### config.mk
export PLATFORM = sky130hd
export DESIGN_NAME = ntt_modmul
export DESIGN_NICKNAME = d
export VERILOG_FILES = /design/src/rtl/core/ntt_pkg.sv /design/src/rtl/core/ntt_modmul.sv
export SDC_FILE = /design/constraint.sdc
export NUM_CORES = 2
export LEC_CHECK = 0
export BUFFER_PORTS_ARGS = -buffer_cell sky130_fd_sc_hd__buf_2
export CORE_MARGIN = 2
export CORE_UTILIZATION = 47
export CTS_CLUSTER_DIAMETER = 30
export CTS_CLUSTER_SIZE = 8
export DETAILED_ROUTE_END_ITERATION = 7
export HOLD_SLACK_MARGIN = 0.02
export PLACE_DENSITY = 0.68
export SETUP_SLACK_MARGIN = 0.2
export SKIP_LAST_GASP = 1
export SYNTH_ARGS = -nofsm -noshare
export SYNTH_HDL_FRONTEND = slang
export SYNTH_SLANG_ARGS = --single-unit
### constraint.sdc
create_clock -name i_clk -period 10.61 [get_ports i_clk]
set_input_delay 3.183 -clock i_clk [delete_from_list [all_inputs] [get_ports i_clk]]
set_output_delay 3.183 -clock i_clk [all_outputs]
set_load 0.05 [all_outputs]
### src/rtl/core/ntt_pkg.sv
// ntt_pkg: constants and mode codes for the 2x2 NTT butterfly.
// No dependencies.
package ntt_pkg;
    localparam int unsigned MODULUS_DEF = 8380417;
    localparam int unsigned COEF_W      = 23;
    localparam int unsigned MODE_W      = 2;

    localparam logic [MODE_W-1:0] MODE_FWD = 2'd0;
    localparam logic [MODE_W-1:0] MODE_INV = 2'd1;
    localparam logic [MODE_W-1:0] MODE_PWM = 2'd2;
endpackage

### src/rtl/core/ntt_modmul.sv
// ntt_modmul: modular multiplier, product then Barrett reduction mod MODULUS.
// Registered product, quotient estimate, remainder and correction; one item per cycle. Uses ntt_pkg.
module ntt_modmul #(
    parameter int unsigned MODULUS = ntt_pkg::MODULUS_DEF
) (
    input  logic                        i_clk,
    input  logic [ntt_pkg::COEF_W-1:0]  i_x,
    input  logic [ntt_pkg::COEF_W-1:0]  i_y,
    output logic [ntt_pkg::COEF_W-1:0]  o_p
);
    import ntt_pkg::*;
    localparam int unsigned PW = 2 * COEF_W;
    // 2^(L-1) <= q < 2^L; operands are below q so the product is below 2^(2L)
    localparam int unsigned L  = $clog2(MODULUS + 1);
    localparam int unsigned HW = COEF_W + 3;
    // Barrett: mu = floor(2^(2L) / q), remainder estimate lands in 0..3q-1
    localparam logic [HW-1:0] MU = HW'((64'd1 << (2 * L)) / 64'(MODULUS));
    localparam logic [HW-1:0] QH = HW'(MODULUS);

    logic [PW-1:0]     r_prod;
    logic [HW-1:0]     w_xh;
    logic [2*HW-1:0]   w_qm;
    logic [HW-1:0]     r_qh;
    logic [HW-1:0]     r_xlo;
    logic [HW-1:0]     w_rem;
    logic [HW-1:0]     r_rem;
    logic [HW-1:0]     n_red;
    logic [COEF_W-1:0] r_p;

    // product
    always_ff @(posedge i_clk) begin
        r_prod <= PW'(i_x) * PW'(i_y);
    end

    // quotient estimate
    always_comb begin
        w_xh = HW'(r_prod >> (L - 1));
        w_qm = (2*HW)'(w_xh) * (2*HW)'(MU);
    end

    always_ff @(posedge i_clk) begin
        r_qh  <= HW'(w_qm >> (L + 1));
        r_xlo <= HW'(r_prod);
    end

    // remainder, exact in HW bits since it is below 3q
    assign w_rem = r_xlo - r_qh * QH;

    always_ff @(posedge i_clk) begin
        r_rem <= w_rem;
    end

    // final correction
    always_comb begin
        n_red = r_rem;
        if (n_red >= QH) n_red = n_red - QH;
        if (n_red >= QH) n_red = n_red - QH;
    end

    always_ff @(posedge i_clk) begin
        r_p <= COEF_W'(n_red);
    end

    assign o_p = r_p;
endmodule

==> impl_metrics.csv <==
group,metric,value,unit
outcome,outcome,"finished, final reports clean",
clocking,numClockSinks,145,
layout,n_antenna_cell,0,
detailed_routing,drt_iter0_drc,948,
floorplanning,die_area,0.0647,sq mm
synthesis,synthCells,3162,
detailed_routing,postRouteAntennaNets,0,
layout,drive_above_1_share,5.34,%
clocking,clk_pin_slew,0.06,ns
global_route,antenna_found_initial,0,
synthesis,yosysWarnings,0,
place,portBuffers,69,
floorplanning,fp.dieW,254,um
clocking,cts_setup_buffers,0,
clocking,hold_buffers,0,
worst_setup_path,critPathKind,"primary input to flop",
synthesis,syn-mean-instance-area,9.32,sq um
clocking,htree_levels,4,
layout,seqCellArea,0.00290,sq mm
floorplanning,die_y,254,um
worst_setup_path,cp-start-kind,"primary input",
global_route,grt_pass1_wl,107000,um
min_path,hold_path.class,"flop to flop",
timing,fin_skew,0.0110,ns
timing,rsz0062_at_grt,"false",
synthesis,yosysSeqAreaShare,9.85,%
floorplanning,initial_core_util,47.7,%
clocking,clk_latency,0.44,ns
clocking,cts_tree,"built",
synthesis,yosysUniqueCellTypes,87,
timing,max_freq,0.102,GHz
timing,max-slew-margin-rel,33.1,%
detailed_routing,drcViolationCount,0,
global_route,grt_use_total,20.9,%
timing,whs,0.326,ns
floorplanning,fp.coreArea,0.0618,sq mm
floorplanning,fp-row-count,91,
global_route,grt_pass1_vias,21100,
layout,final_nets,4194,
timing,final.setup.tns,0,ns
clocking,cts_root_buf,"clkbuf_16",
layout,finalNonFillerCells,4023,
layout,areaGrowthSynthToFinish,5.94,%
clocking,post_cts_resized,0,
detailed_routing,routed_via_density,5.10,
detailed_routing,routed_wirelength,64400,um
timing,min_period,9.78,ns
job,cap_violations,0,
clocking,cts_buffers,17,
worst_setup_path,required,10.93,ns
layout,multi_input_area,0.0234,sq mm
layout,final_util,50.5,%
place,placedCellCount,3991,
detailed_routing,dr_total_vias,20500,
synthesis,syn_area,0.0295,sq mm
detailed_routing,first_pass_iters,5,
floorplanning,ios,70,
worst_setup_path,cp.arrival,10.10,ns
clocking,clockBufferDepth,2,
detailed_routing,wl_per_cell,16.0,um
timing,hold_viol,0,
worst_setup_path,endpoint_kind,"flop",
global_route,overflow,0,
timing,setup_viol,0,
place,gp_congestion,0.872,
global_route,grt_max_degree,24,
synthesis,syn-num-nets,4183,
layout,num-fill-cells,5808,
synthesis,async_flop_share,0,%
place,hpwl,53800,um
synthesis,synth_edf_count,0,
synthesis,ys.flop_type,"dfxtp_1",
timing,tightest_slew,1.00,ns
timing,slew_viol_final,0,
synthesis,yosys_register_bits,145,
worst_setup_path,crit_fanout,23,
timing,finalCritPeriodShare,92.2,%
## layout by cell type (no fill, tap or decap), types with 13 or more instances in the layout
cell / n
inv_1: 722
fa_1: 544
ha_1: 430
nand2_1: 360
and2_1: 232
dfxtp_1: 145
xnor2_1: 105
a21oi_1: 75
buf_2: 69
nor2_1: 66
a21o_1: 42
o21ai_0: 38
buf_4: 26
nand3_1: 25
xor2_1: 25
nor3_1: 24
clkbuf_16: 17
a31oi_1: 15
a211oi_1: 14
o21a_1: 14
o21bai_1: 13
## through the flow
step	worst slack, ns	cell area (sq um)
after global placement	0.462	30600
final	0.828	31200
after CTS	0.832	31200
after global routing	0.417	31200
after floorplan	1.01	29500
after detailed placement	0.421	30600
## worst paths after layout
path	start	endpoint	slack (ns)	cells past startpoint
setup reg to reg	r_qh[1]$_DFF_P_	r_rem[24]$_DFF_P_	4.80	15
hold / removal	r_prod[21]$_DFF_P_	r_xlo[21]$_DFF_P_	0.33	0
setup / recovery	i_x[6]	r_prod[42]$_DFF_P_	0.83	25
hold reg to reg	r_prod[21]$_DFF_P_	r_xlo[21]$_DFF_P_	0.33	0
## worst max-delay path, stage by stage
cell      delay, ns
buf_2          0.37
nand2_1        0.15
fa_1           0.55
inv_1          0.05
fa_1           0.46
fa_1           0.49
ha_1           0.20
fa_1           0.48
inv_1          0.05
fa_1           0.53
inv_1          0.05
fa_1           0.44
ha_1           0.34
a211oi_1       0.24
o211ai_1       0.19
a41oi_1        0.48
nor2_1         0.18
a211oi_1       0.30
buf_4          0.20
a21oi_1        0.09
or2_2          0.35
a221oi_1       0.28
buf_4          0.18
a31oi_1        0.09
xor2_1         0.17
## per-layer routing
| layer | up-vias | routed length [um] | global-route usage, % |
|---|---|---|---|
| li1 | 9723 | - | - |
| met3 | 99 | 2440 | 2.07 |
| met2 | 456 | 33100 | 37.5 |
| met1 | 10300 | 27200 | 26.7 |
| met4 | 0 | 1740 | 6.22 |
| met5 | - | 0 | 0 |
## logic make-up after synthesis
family	after synthesis	share of synthesized area, %
buffers and inverters	825	10.6
xor gates and xnor gates	130	3.86
adders and majority gates	974	55.2
DFF	145	9.85
muxes	2	0.0679
and+or+nand+nor	800	13.6
AOI/OAI and AO/OA	286	6.77
## synth_stat cells (8+ instances only)
master    count  share of area (%)
o21bai_1     13               0.33
nand4_1      12               0.25
o21a_1       14               0.36
nor3_1       24               0.41
a31oi_1      15               0.32
a211oi_1     14               0.36
clkbuf_1     97                1.2
and2_1      232                4.9
nor2_1       66               0.84
a21o_1       42                1.1
nand3_1      25               0.42
nand2_1     360                4.6
ha_1        430                 18
dfxtp_1     145                9.8
xor2_1       25               0.74
a21oi_1      75                1.3
inv_1       722                9.2
o211ai_1      8               0.20
nor2b_1      12               0.25
fa_1        544                 37
xnor2_1     105                3.1
o31ai_1       8               0.20
o21ai_0      38               0.65
## state kept, by name, summed over array words and instances, names as in the netlist
name	count
r_xlo	26
r_qh	24
o_p	23
r_rem	26
r_prod	46
## cell type report
cell class	count	share of cell area, %
clock buffers	18	1.41
multi-input cells	2192	75.1
well taps	837	3.35
flip-flops and latches	145	9.29
inverters	722	8.68
clock inverters	14	0.473
repair buffers	95	1.73
Power is not shown: default switching activity piles up to over one toggle a cycle in this logic, so the estimate is an artifact.
